## src/hw/rtl/dpa_pkg.sv

```systemverilog
`timescale 1ns / 1ps
`default_nettype none

package dpa_pkg;

	// Field widths of one beat
	localparam int BTN_W  = 4;
	localparam int KIND_W = 3;
	localparam int DUR_W  = 16;
	localparam int TAG_W  = 32;
	localparam int WIN_W  = 16;
	localparam int OUT_W  = 24;

	// Event kinds that the arbiter acts on
	localparam logic [KIND_W-1:0] KIND_SHORT  = 3'd2;
	localparam logic [KIND_W-1:0] KIND_DOUBLE = 3'd5;

	// Register map
	localparam int CFG_IDX_W = 1;
	localparam logic [CFG_IDX_W-1:0] CFG_WINDOW  = 1'd0;
	localparam logic [CFG_IDX_W-1:0] CFG_CONFIRM = 1'd1;

	localparam logic [WIN_W-1:0] WINDOW_RESET  = 16'd300;
	localparam logic [BTN_W-1:0] CONFIRM_RESET = 4'd0;

	// One emitted event
	typedef struct packed {
		logic              last;
		logic [DUR_W-1:0]  duration;
		logic [KIND_W-1:0] kind;
		logic [BTN_W-1:0]  button;
	} res_t;

	// Results of one item, first result in r0
	typedef struct packed {
		logic [1:0] count;
		res_t       r1;
		res_t       r0;
	} res_set_t;

endpackage

`default_nettype wire

```

## src/hw/rtl/dpa_decide.sv

```systemverilog
`timescale 1ns / 1ps
`default_nettype none

module dpa_decide
	import dpa_pkg::*;
#(
	parameter int TIME_BITS = 40
) (
	input  wire logic                 clk,
	input  wire logic                 arst_n,
	input  wire logic                 fire,
	input  wire logic                 func,
	input  wire logic [BTN_W-1:0]     event_button,
	input  wire logic [KIND_W-1:0]    event_kind,
	input  wire logic [DUR_W-1:0]     event_duration,
	input  wire logic [TIME_BITS-1:0] event_time,
	input  wire logic [TAG_W-1:0]     context_tag,
	input  wire logic [WIN_W-1:0]     window_ms,
	input  wire logic [BTN_W-1:0]     confirm_button,
	output res_set_t                  results
);

	logic                 pend_q;
	logic [DUR_W-1:0]     pend_len_q;
	logic [TIME_BITS-1:0] pend_since_q;
	logic [TAG_W-1:0]     pend_tag_q;
	logic [BTN_W-1:0]     pend_btn_q;

	logic [TIME_BITS-1:0] diff;
	logic                 in_window;
	logic                 same_tag;
	logic                 flush_emit;
	logic                 pend_after;
	logic                 is_conf;
	logic                 release_pend;
	logic                 second;
	logic                 start_pend;
	logic                 pend_next;
	res_t                 pend_res;
	res_t                 evt_res;

	// Signed age of the pending single; negative counts as inside the window
	assign diff      = event_time - pend_since_q;
	assign in_window = diff[TIME_BITS-1] || (diff < TIME_BITS'(window_ms));
	assign same_tag  = (context_tag == pend_tag_q);

	// Release a due single; drop it on a context change
	assign flush_emit = pend_q && same_tag && !in_window;
	assign pend_after = pend_q && same_tag && in_window;

	assign is_conf = (event_button == confirm_button) && (event_kind == KIND_SHORT);

	// Release a due single, or one still inside the window when another button comes
	assign release_pend = flush_emit ||
		(func && !is_conf && pend_after && (event_button != confirm_button));
	assign second     = func && (!is_conf || pend_after);
	assign start_pend = func && is_conf && !pend_after;

	always_comb begin
		if (func && is_conf) begin
			pend_next = !pend_after;
		end else if (func) begin
			pend_next = pend_after && (event_button == confirm_button);
		end else begin
			pend_next = pend_after;
		end
	end

	// Build the result beats
	always_comb begin
		pend_res.button   = pend_btn_q;
		pend_res.kind     = KIND_SHORT;
		pend_res.duration = pend_len_q;
		pend_res.last     = !second;

		evt_res.duration = event_duration;
		evt_res.last     = 1'b1;
		if (is_conf) begin
			evt_res.button = confirm_button;
			evt_res.kind   = KIND_DOUBLE;
		end else begin
			evt_res.button = event_button;
			evt_res.kind   = event_kind;
		end

		results.count = {1'b0, release_pend} + {1'b0, second};
		results.r0    = release_pend ? pend_res : evt_res;
		results.r1    = evt_res;
	end

	// Pending flag
	always_ff @(posedge clk or negedge arst_n) begin
		if (!arst_n) begin
			pend_q <= 1'b0;
		end else if (fire) begin
			pend_q <= pend_next;
		end
	end

	// Capture a new pending single
	always_ff @(posedge clk) begin
		if (fire && start_pend) begin
			pend_len_q   <= event_duration;
			pend_since_q <= event_time;
			pend_tag_q   <= context_tag;
			pend_btn_q   <= event_button;
		end
	end

endmodule

`default_nettype wire

```

## src/hw/rtl/dpa_outq.sv

```systemverilog
`timescale 1ns / 1ps
`default_nettype none

module dpa_outq
	import dpa_pkg::*;
(
	input  wire logic             clk,
	input  wire logic             arst_n,
	input  wire logic             push,
	input  res_set_t              results,
	output logic                  room,
	output logic                  m_axis_tvalid,
	input  wire logic             m_axis_tready,
	output logic [OUT_W-1:0]      m_axis_tdata,
	output logic                  m_axis_tlast
);

	logic [1:0] count_q;
	res_t       head_q;
	res_t       tail_q;
	logic       pop;

	assign pop  = m_axis_tvalid && m_axis_tready;
	// Take a new item only when the buffer is empty or drains this cycle
	assign room = (count_q == 2'd0) || ((count_q == 2'd1) && pop);

	assign m_axis_tvalid = (count_q != 2'd0);
	assign m_axis_tdata  = {{(OUT_W - DUR_W - KIND_W - BTN_W){1'b0}},
		head_q.duration, head_q.kind, head_q.button};
	assign m_axis_tlast  = head_q.last;

	// Beat count
	always_ff @(posedge clk or negedge arst_n) begin
		if (!arst_n) begin
			count_q <= 2'd0;
		end else if (push) begin
			count_q <= results.count;
		end else if (pop) begin
			count_q <= count_q - 2'd1;
		end
	end

	// Load both beats, or advance the second into the head
	always_ff @(posedge clk) begin
		if (push) begin
			head_q <= results.r0;
			tail_q <= results.r1;
		end else if (pop) begin
			head_q <= tail_q;
		end
	end

endmodule

`default_nettype wire

```

## src/hw/rtl/confirm_double_press_arbiter_top.sv

```systemverilog
`timescale 1ns / 1ps
`default_nettype none

// Confirm double-press arbiter. Input beats are ticks (tuser 0) or button
// events (tuser 1); a short confirm press is held back and either merged with
// a second short confirm into a double press, released as a short press once
// the window has run out or another button is seen, or dropped on a context
// change. An input beat is registered in stage one, then moved into the result
// buffer, which drives its first result out. One input beat is accepted per
// cycle while the result side keeps up; a beat with two results holds the
// input back while both leave through the one output channel. The user must
// write configuration while the block is idle; the block does not enforce it.
module confirm_double_press_arbiter_top
	import dpa_pkg::*;
#(
	parameter int TIME_BITS = 40
) (
	input  wire logic                  clk,
	input  wire logic                  arst_n,
	input  wire logic                  cfg_we,
	input  wire logic [CFG_IDX_W-1:0]  cfg_index,
	input  wire logic [WIN_W-1:0]      cfg_data,
	input  wire logic                  s_axis_tvalid,
	output logic                       s_axis_tready,
	// event_button, event_kind, event_duration, event_time, context_tag, pad
	input  wire logic [((BTN_W + KIND_W + DUR_W + TIME_BITS + TAG_W + 7) / 8) * 8 - 1:0]
		s_axis_tdata,
	// func
	input  wire logic                  s_axis_tuser,
	output logic                       m_axis_tvalid,
	input  wire logic                  m_axis_tready,
	// out_button, out_kind, out_duration, pad
	output logic [OUT_W-1:0]           m_axis_tdata,
	output logic                       m_axis_tlast
);

	localparam int KIND_LO = BTN_W;
	localparam int DUR_LO  = KIND_LO + KIND_W;
	localparam int TIME_LO = DUR_LO + DUR_W;
	localparam int TAG_LO  = TIME_LO + TIME_BITS;

	logic [WIN_W-1:0]     window_q;
	logic [BTN_W-1:0]     confirm_q;

	logic                 valid_s1;
	logic                 func_s1;
	logic [BTN_W-1:0]     button_s1;
	logic [KIND_W-1:0]    kind_s1;
	logic [DUR_W-1:0]     dur_s1;
	logic [TIME_BITS-1:0] time_s1;
	logic [TAG_W-1:0]     tag_s1;

	logic                 room;
	logic                 fire;
	logic                 accept;
	res_set_t             results;

	// Configuration registers
	always_ff @(posedge clk or negedge arst_n) begin
		if (!arst_n) begin
			window_q  <= WINDOW_RESET;
			confirm_q <= CONFIRM_RESET;
		end else if (cfg_we) begin
			unique case (cfg_index)
				CFG_WINDOW:  window_q  <= cfg_data;
				CFG_CONFIRM: confirm_q <= cfg_data[BTN_W-1:0];
				default: ;
			endcase
		end
	end

	// Stage one moves into the result buffer when it has room
	assign fire          = valid_s1 && room;
	assign s_axis_tready = !valid_s1 || room;
	assign accept        = s_axis_tvalid && s_axis_tready;

	always_ff @(posedge clk or negedge arst_n) begin
		if (!arst_n) begin
			valid_s1 <= 1'b0;
		end else if (s_axis_tready) begin
			valid_s1 <= s_axis_tvalid;
		end
	end

	// Input register
	always_ff @(posedge clk) begin
		if (accept) begin
			func_s1   <= s_axis_tuser;
			button_s1 <= s_axis_tdata[KIND_LO-1:0];
			kind_s1   <= s_axis_tdata[DUR_LO-1:KIND_LO];
			dur_s1    <= s_axis_tdata[TIME_LO-1:DUR_LO];
			time_s1   <= s_axis_tdata[TAG_LO-1:TIME_LO];
			tag_s1    <= s_axis_tdata[TAG_LO+TAG_W-1:TAG_LO];
		end
	end

	dpa_decide #(
		.TIME_BITS(TIME_BITS)
	) u_decide (
		.clk            (clk),
		.arst_n         (arst_n),
		.fire           (fire),
		.func           (func_s1),
		.event_button   (button_s1),
		.event_kind     (kind_s1),
		.event_duration (dur_s1),
		.event_time     (time_s1),
		.context_tag    (tag_s1),
		.window_ms      (window_q),
		.confirm_button (confirm_q),
		.results        (results)
	);

	dpa_outq u_outq (
		.clk           (clk),
		.arst_n        (arst_n),
		.push          (fire),
		.results       (results),
		.room          (room),
		.m_axis_tvalid (m_axis_tvalid),
		.m_axis_tready (m_axis_tready),
		.m_axis_tdata  (m_axis_tdata),
		.m_axis_tlast  (m_axis_tlast)
	);

endmodule

`default_nettype wire

```

## config.mk

```make
export PLATFORM = sky130hd
export DESIGN_NAME = confirm_double_press_arbiter_top
export DESIGN_NICKNAME = d
export VERILOG_FILES = /design/src/hw/rtl/dpa_pkg.sv /design/src/hw/rtl/dpa_decide.sv /design/src/hw/rtl/dpa_outq.sv /design/src/hw/rtl/confirm_double_press_arbiter_top.sv
export SDC_FILE = /design/constraint.sdc
export NUM_CORES = 1
export LEC_CHECK = 0
export BUFFER_PORTS_ARGS = -buffer_cell sky130_fd_sc_hd__buf_4
export CAP_MARGIN = 30
export CORE_UTILIZATION = 45
export DETAILED_ROUTE_END_ITERATION = 8
export PLACE_DENSITY = 0.67
export SLEW_MARGIN = 0
export SYNTH_ARGS = -nofsm -noshare
export SYNTH_HDL_FRONTEND = slang
export SYNTH_HIERARCHICAL = 1
export SYNTH_SLANG_ARGS = --single-unit
```

## constraint.sdc

```tcl
create_clock -name clk -period 11.5 [get_ports clk]
set_clock_uncertainty 0.1 [all_clocks]
set_input_delay 2.3 -clock clk [delete_from_list [all_inputs] [get_ports clk]]
set_output_delay 2.3 -clock clk [all_outputs]
set_load 0.01 [all_outputs]
```

# Word level (Yosys, flattened, before mapping)
# Cells that the tools add are included.
dict set report totals {
  reg_bits 259
  wordCells 71
  output_inout_bits 27
  in_bits 119
}
dict set report classes {
  order_cmp 1
  mux 8
  n_bitwise 1
  addsub 3
  n_eq_ne 5
  reduce_logical 31
}
# operator count
set op_table {}
lappend op_table {{$mux W24} 3}
lappend op_table {{$lt A40 B16 Y1} 1}
lappend op_table {{$sub A40 B40 Y40} 1}
lappend op_table {{$eq A32 B32 Y1} 1}
lappend op_table {{$logic_and A1 B1 Y1} 16}
lappend op_table {{$mux W7} 1}
lappend op_table {{$logic_not A1 Y1} 5}
lappend op_table {{$logic_or A1 B1 Y1} 5}
lappend op_table {{$eq A4 B4 Y1} 1}
lappend op_table {{$mux W2} 2}
lappend op_table {{$ne A4 B4 Y1} 1}
lappend op_table {{$reduce_and A2 Y1} 2}
lappend op_table {{$reduce_bool A2 Y1} 2}
lappend op_table {{$eq A3 B2 Y1 const B} 1}
lappend op_table {{$add A1 B1 Y2} 1}
lappend op_table {{$eq A2 B1 Y1 const B} 1}
lappend op_table {{$logic_not A2 Y1} 1}
lappend op_table {{$mux W1} 2}
lappend op_table {{$sub A2 B1 Y2 const B} 1}
lappend op_table {{$not A1 Y1} 1}

# Longest topological paths before layout
dict set report logic_depth {
  word_depth 9
  mapped_depth 25
  ltp_nobuf 25
}

# By module
# Netlist, hierarchy kept.
# module area_each_um2 seq_area_each_um2 cells_per_inst n_inst
set by_module_without_submodules {}
lappend by_module_without_submodules {dpa_decide 7083.0 2787.7 718 1}
lappend by_module_without_submodules {confirm_double_press_arbiter_top 3749.8 3413.3 145 1}
lappend by_module_without_submodules {dpa_outq 1929.4 1491.4 95 1}

# Worst setup path after synthesis
# OpenSTA, ideal clock, no wires.
dict set report synth_timing {
  path_kind {flip-flop to flip-flop}
  start {reg time_s1[0]}
  end {reg u_decide.pend_btn_q[0], enable pin}
  slack_ps 864
  t_required_ps 10744
  n_path_buf 0
  arrival_ps 9880
  setup_time_ps 656
  stages_incl_launch_ff 23
  synth_period_minus_slack_ps 10636
  cell_sequence {edfxtp_1 > inv_1 > ha_1 > fa_1 > nand2b_1 > a21oi_1 > nor2_1 > o21ai_0 > inv_1 > o21a_1 > xnor2_1 > ha_1 > nand4_1 > a211oi_1 > o311ai_0 > o2111ai_1 > nor4_1 > and4_1 > nand4_1 > nor4_1 > a31o_2 > and2_1 > nor3_1}
}
dict set report synth_via {
  elab_chain_len 7
}
# element line_no
set synth_rtl {}
lappend synth_rtl {{start: declaration} confirm_double_press_arbiter_top.sv:50} ;# logic [TIME_BITS-1:0] time_s1;
lappend synth_rtl {{start signal: assignment} confirm_double_press_arbiter_top.sv:92} ;# time_s1 <= s_axis_tdata[TAG_LO-1:TIME_LO];
lappend synth_rtl {{$sub A40 B40 Y40 *} dpa_decide.sv:43} ;# assign diff = event_time - pend_since_q;
lappend synth_rtl {{$lt A40 B16 Y1} dpa_decide.sv:44} ;# assign in_window = diff[TIME_BITS-1] || (diff < TIME_BITS'(window_ms));
lappend synth_rtl {{$logic_or A1 B1 Y1 *} dpa_decide.sv:44}
lappend synth_rtl {{$logic_and A1 B1 Y1 *} dpa_decide.sv:49} ;# assign pend_after = pend_q && same_tag && in_window;
lappend synth_rtl {{$logic_not A1 Y1 *} dpa_decide.sv:57} ;# assign start_pend = func && is_conf && !pend_after;
lappend synth_rtl {{$logic_and A1 B1 Y1 *} dpa_decide.sv:57}
lappend synth_rtl {{$logic_and A1 B1 Y1 *} dpa_decide.sv:102} ;# if (fire && start_pend) begin
lappend synth_rtl {{end signal: assignment} dpa_decide.sv:106} ;# pend_btn_q <= event_button;
lappend synth_rtl {{end: declaration} dpa_decide.sv:27} ;# logic [BTN_W-1:0] pend_btn_q;
# Mark *: on every way between the ends. The rest lies on a longest branch, timed or not.
# A chain may end at the register's enable or synchronous reset.

==> impl_results.md <==
- Fin. max-slew vios: 0
- Post-Synth Adder-Cell Area: ~6%
- GRT Residual Overflow: 0
- DIE AREA: a little under 0.03 mm²
- Reg2reg start: time_s1[0]$_DFFE_PP_
- Post-route setup TNS: 0 ps
- FF+latch count, synth: 260
- Reg2reg path depth: 24
- R2R setup slack: ~5700 ps
- Worst-Margin Slew: 785 ps
- Post-synth top cells: edfxtp_1 (236), inv_1 (68), nand2_1 (60)
- Row cnt: 61
- Count leader, synth: edfxtp_1
- Hold_sp: time_s1[37]$_DFFE_PP_
- Hold Path Sink: u_decide/pend_since_q[37]$_DFFE_PP_
- Final #Nets: approximately 1300
- Final hold vios: 0
- CTS clk-pin slew, worst paths: 60 ps
- Antenna-violating nets left: 0
- Kind of critical path: register to register
- Final min period: about 5800 ps
- Setup Viol. Count Final: 0
- Vias in the first global route: 7649
- Hpwl dp: 19200 µm
- Worst hold path depth: 0
- # clock sinks: 260
- Die height: about 170 µm
- Share of cells above drive strength 1: about a quarter
- Area fraction in compound gates after synthesis: under 10%
- PortBufs: roughly 140
- Setup WS pre-CTS: 5720 ps
- Initial DRC Count: approximately 520
- Rel. slew slack: between 40% and 50%
- Crit-path max FO: 20
- CTS tree: done
- Post-Place Cells: 1438
- Die Wd: between 150 and 200 µm
- Pwr dens: between 200 and 250 mW/mm²
- CTS Buf Count: 27
- Warnings from Yosys: 6
- Dominant cells by area after synthesis: edfxtp_1 (56%), ha_1 (5.7%), dfrtp_1 (3.9%)
- Core footprint: 0.0279 mm²
- Synth Area in XOR/XNOR: under 10%
- Postcts setup bufs: 0
- Final Instance Count excl. Fillers: 1488
- Initial Utilization: a little under half
- Post-route DRC: 0
- Final Worst Setup Slack: ~5700 ps
- Post-route clock period utilization: between 50% and 60%
- Hold crit path type: register to register
- Critical Path RT: about 12000 ps
- Post-synth ARST share: just over 9%
- Layout area overhead: 17.4%
- Global placer's final weighted congestion: ~0.88
- Hold_buf cts: 0
- WL final: roughly 26000 µm
- Max VDD drop: 0.000117 V
- Syn Inst Count: about 960
- Pleak: between 5 and 6 nW
- Fmax: roughly 170 MHz
- Register area share after synthesis: 60.3%
- Status: complete, no violations
- Initial antenna violation count: 0
- Ys flop type: edfxtp_1
- Post-Synth Simple-Gate Area: a little under 9%
- First-pass GRT wire length: approximately 42000 µm
- Post-synthesis cell type with the largest combined area: edfxtp_1
- Root Buffer: clkbuf_16
- Worst-Skew Late Latency: 560 ps
- Multi-input gate area: roughly 0.0045 mm²
- Sequential cell area: about 0.0077 mm²
- Total track usage: between 10% and 20%
- Largest family of logic cells by synthesized area: compound AO/OA/AOI/OAI gates
- Post-synth top area share: approximately 56%
- DR vias/cell: ~5.2
- EDFF count, synth: approximately 240
- Clk buf depth: 3
- Mux contribution to synthesized area: 7.12%
- Largest net degree at the start of global routing: between 60 and 70
- Synth cell types: 81
- RSZ-0062 raised after global routing: false
- Reg2reg end: u_outq/m_axis_tdata[8]$_DFFE_PP_
- WL/cell: ~18 µm
- Synthesized area per cell: between 10 and 15 µm²
- # fillers: 2355
- Crit. End Element: register
- Critical path arrival: between 6000 and 7000 ps
- DR vias: 7779
- H-tree Lvls: 1
- ANT cells: 0
- Total I/O pin count: roughly 150
- Max Cap Viol: 0
- Post-Syn Area: 0.0128 mm²
- Worst setup SP type: register
- Syn_nets: between 1000 and 1500
- DR pass1 iterations: 5
- Post-CTS Resized: 0
-- state kept, by name, indices dropped and copies added (netlist names) --
register               flops
time_s1                   40
u_decide/pend_since_q     40
tag_s1                    32
u_decide/pend_tag_q       32
u_outq/tail_q             24
u_outq/m_axis_tdata       23
dur_s1                    16
u_decide/pend_len_q       16
window_q                  16
button_s1                  4
confirm_q                  4
u_decide/pend_btn_q        4
kind_s1                    3
u_outq/count_q             2
func_s1                    1
u_decide/pend_q            1
u_outq/m_axis_tlast        1
valid_s1                   1
-- cells by family (layout without fill, tap and decap cells) --
logic type | count (synthesis) | in the layout
AO/OA/AOI/OAI | 180 | 180
XOR/XNOR | 61 | 61
adder cells (fa/ha/maj) | 59 | 59
buffers and inverters | 115 | 267
flip-flops | 260 | 260
multiplexers | 70 | 70
other | 2 | 2
AND/OR/NAND/NOR | 211 | 211
-- metrics by stage --
step | util [%] | power, mW | cell area, µm² | hold slack [ps]
after global routing | 53.8 | 3.19 | 15000 | 361
final | 53.8 | 3.02 | 15000 | 353
after detailed placement | 50.5 | 2.18 | 14100 | 344
after CTS | 53.8 | 3.06 | 15000 | 359
after floorplan | - | 1.91 | 12800 | 326
after global placement | 50.4 | 2.14 | 14000 | 333
-- critical path, stage by stage (launching register included) --
cell	delay (ps)
edfxtp_1	370
inv_1	50
ha_1	220
fa_1	410
nand2b_1	180
a21oi_1	320
nor2_1	130
o21ai_0	270
inv_1	100
o21bai_1	180
xor2_1	170
ha_1	240
nand4_1	130
a211oi_1	60
o311ai_0	200
o2111ai_1	240
nor4_1	300
and4_1	240
nand4_1	70
nor4_1	310
a31o_2	330
a21oi_4	150
buf_12	200
mux2_4	300
mux2_2	270
-- layer usage --
metal / vias up / GRT usage, % / part of all wire (%)
met4: 0 / 4.90 / 1.9
li1: 3805 / - / -
met5: - / 0 / 0
met1: 3733 / 26.4 / 47
met2: 205 / 29.9 / 46
met3: 36 / 2.72 / 5.0
-- layout make-up --
class,count,share of cell area [%]
Clock inverter,11,0.735
Timing Repair Buffer,149,7.69
Inverter,68,1.70
Multi-Input combinational cell,583,30.1
Sequential cell,260,51.4
Clock buffer,39,5.29
Tap cell,378,3.16
-- cells in the final DEF (no fill, tap or decap), types with 11 or more instances in the layout --
master,synthesis,routed
edfxtp_1,236,236
buf_4,21,147
inv_1,68,68
nand2_1,60,60
ha_1,58,58
a21oi_1,54,54
xor2_1,44,44
nor2_1,41,41
mux2_4,33,33
o21ai_0,33,33
mux2_2,32,32
clkbuf_16,0,28
nand4_1,22,22
dfrtp_1,20,20
nand2b_1,17,17
xnor2_1,17,17
nand3_1,12,12
o211ai_1,11,11
o21ai_1,11,11
-- worst max-delay path by stage --
stage	to	start
global placement	u_outq/m_axis_tdata[3]$_DFFE_PP_	time_s1[0]$_DFFE_PP_
CTS	u_outq/m_axis_tdata[8]$_DFFE_PP_	time_s1[0]$_DFFE_PP_
finish	u_outq/m_axis_tdata[8]$_DFFE_PP_	time_s1[0]$_DFFE_PP_
global route	u_outq/m_axis_tdata[8]$_DFFE_PP_	time_s1[0]$_DFFE_PP_
floorplan	u_decide/pend_btn_q[0]$_DFFE_PP_	time_s1[0]$_DFFE_PP_
detailed placement	u_outq/m_axis_tdata[8]$_DFFE_PP_	time_s1[0]$_DFFE_PP_
-- report_power, final --
part | total [mW] | internal (mW) | switching (mW)
registers | 1.36 | 1.28 | 0.0732
logic | 0.795 | 0.349 | 0.447
clock network | 0.871 | 0.506 | 0.365
(Power assumes the default switching activity.)
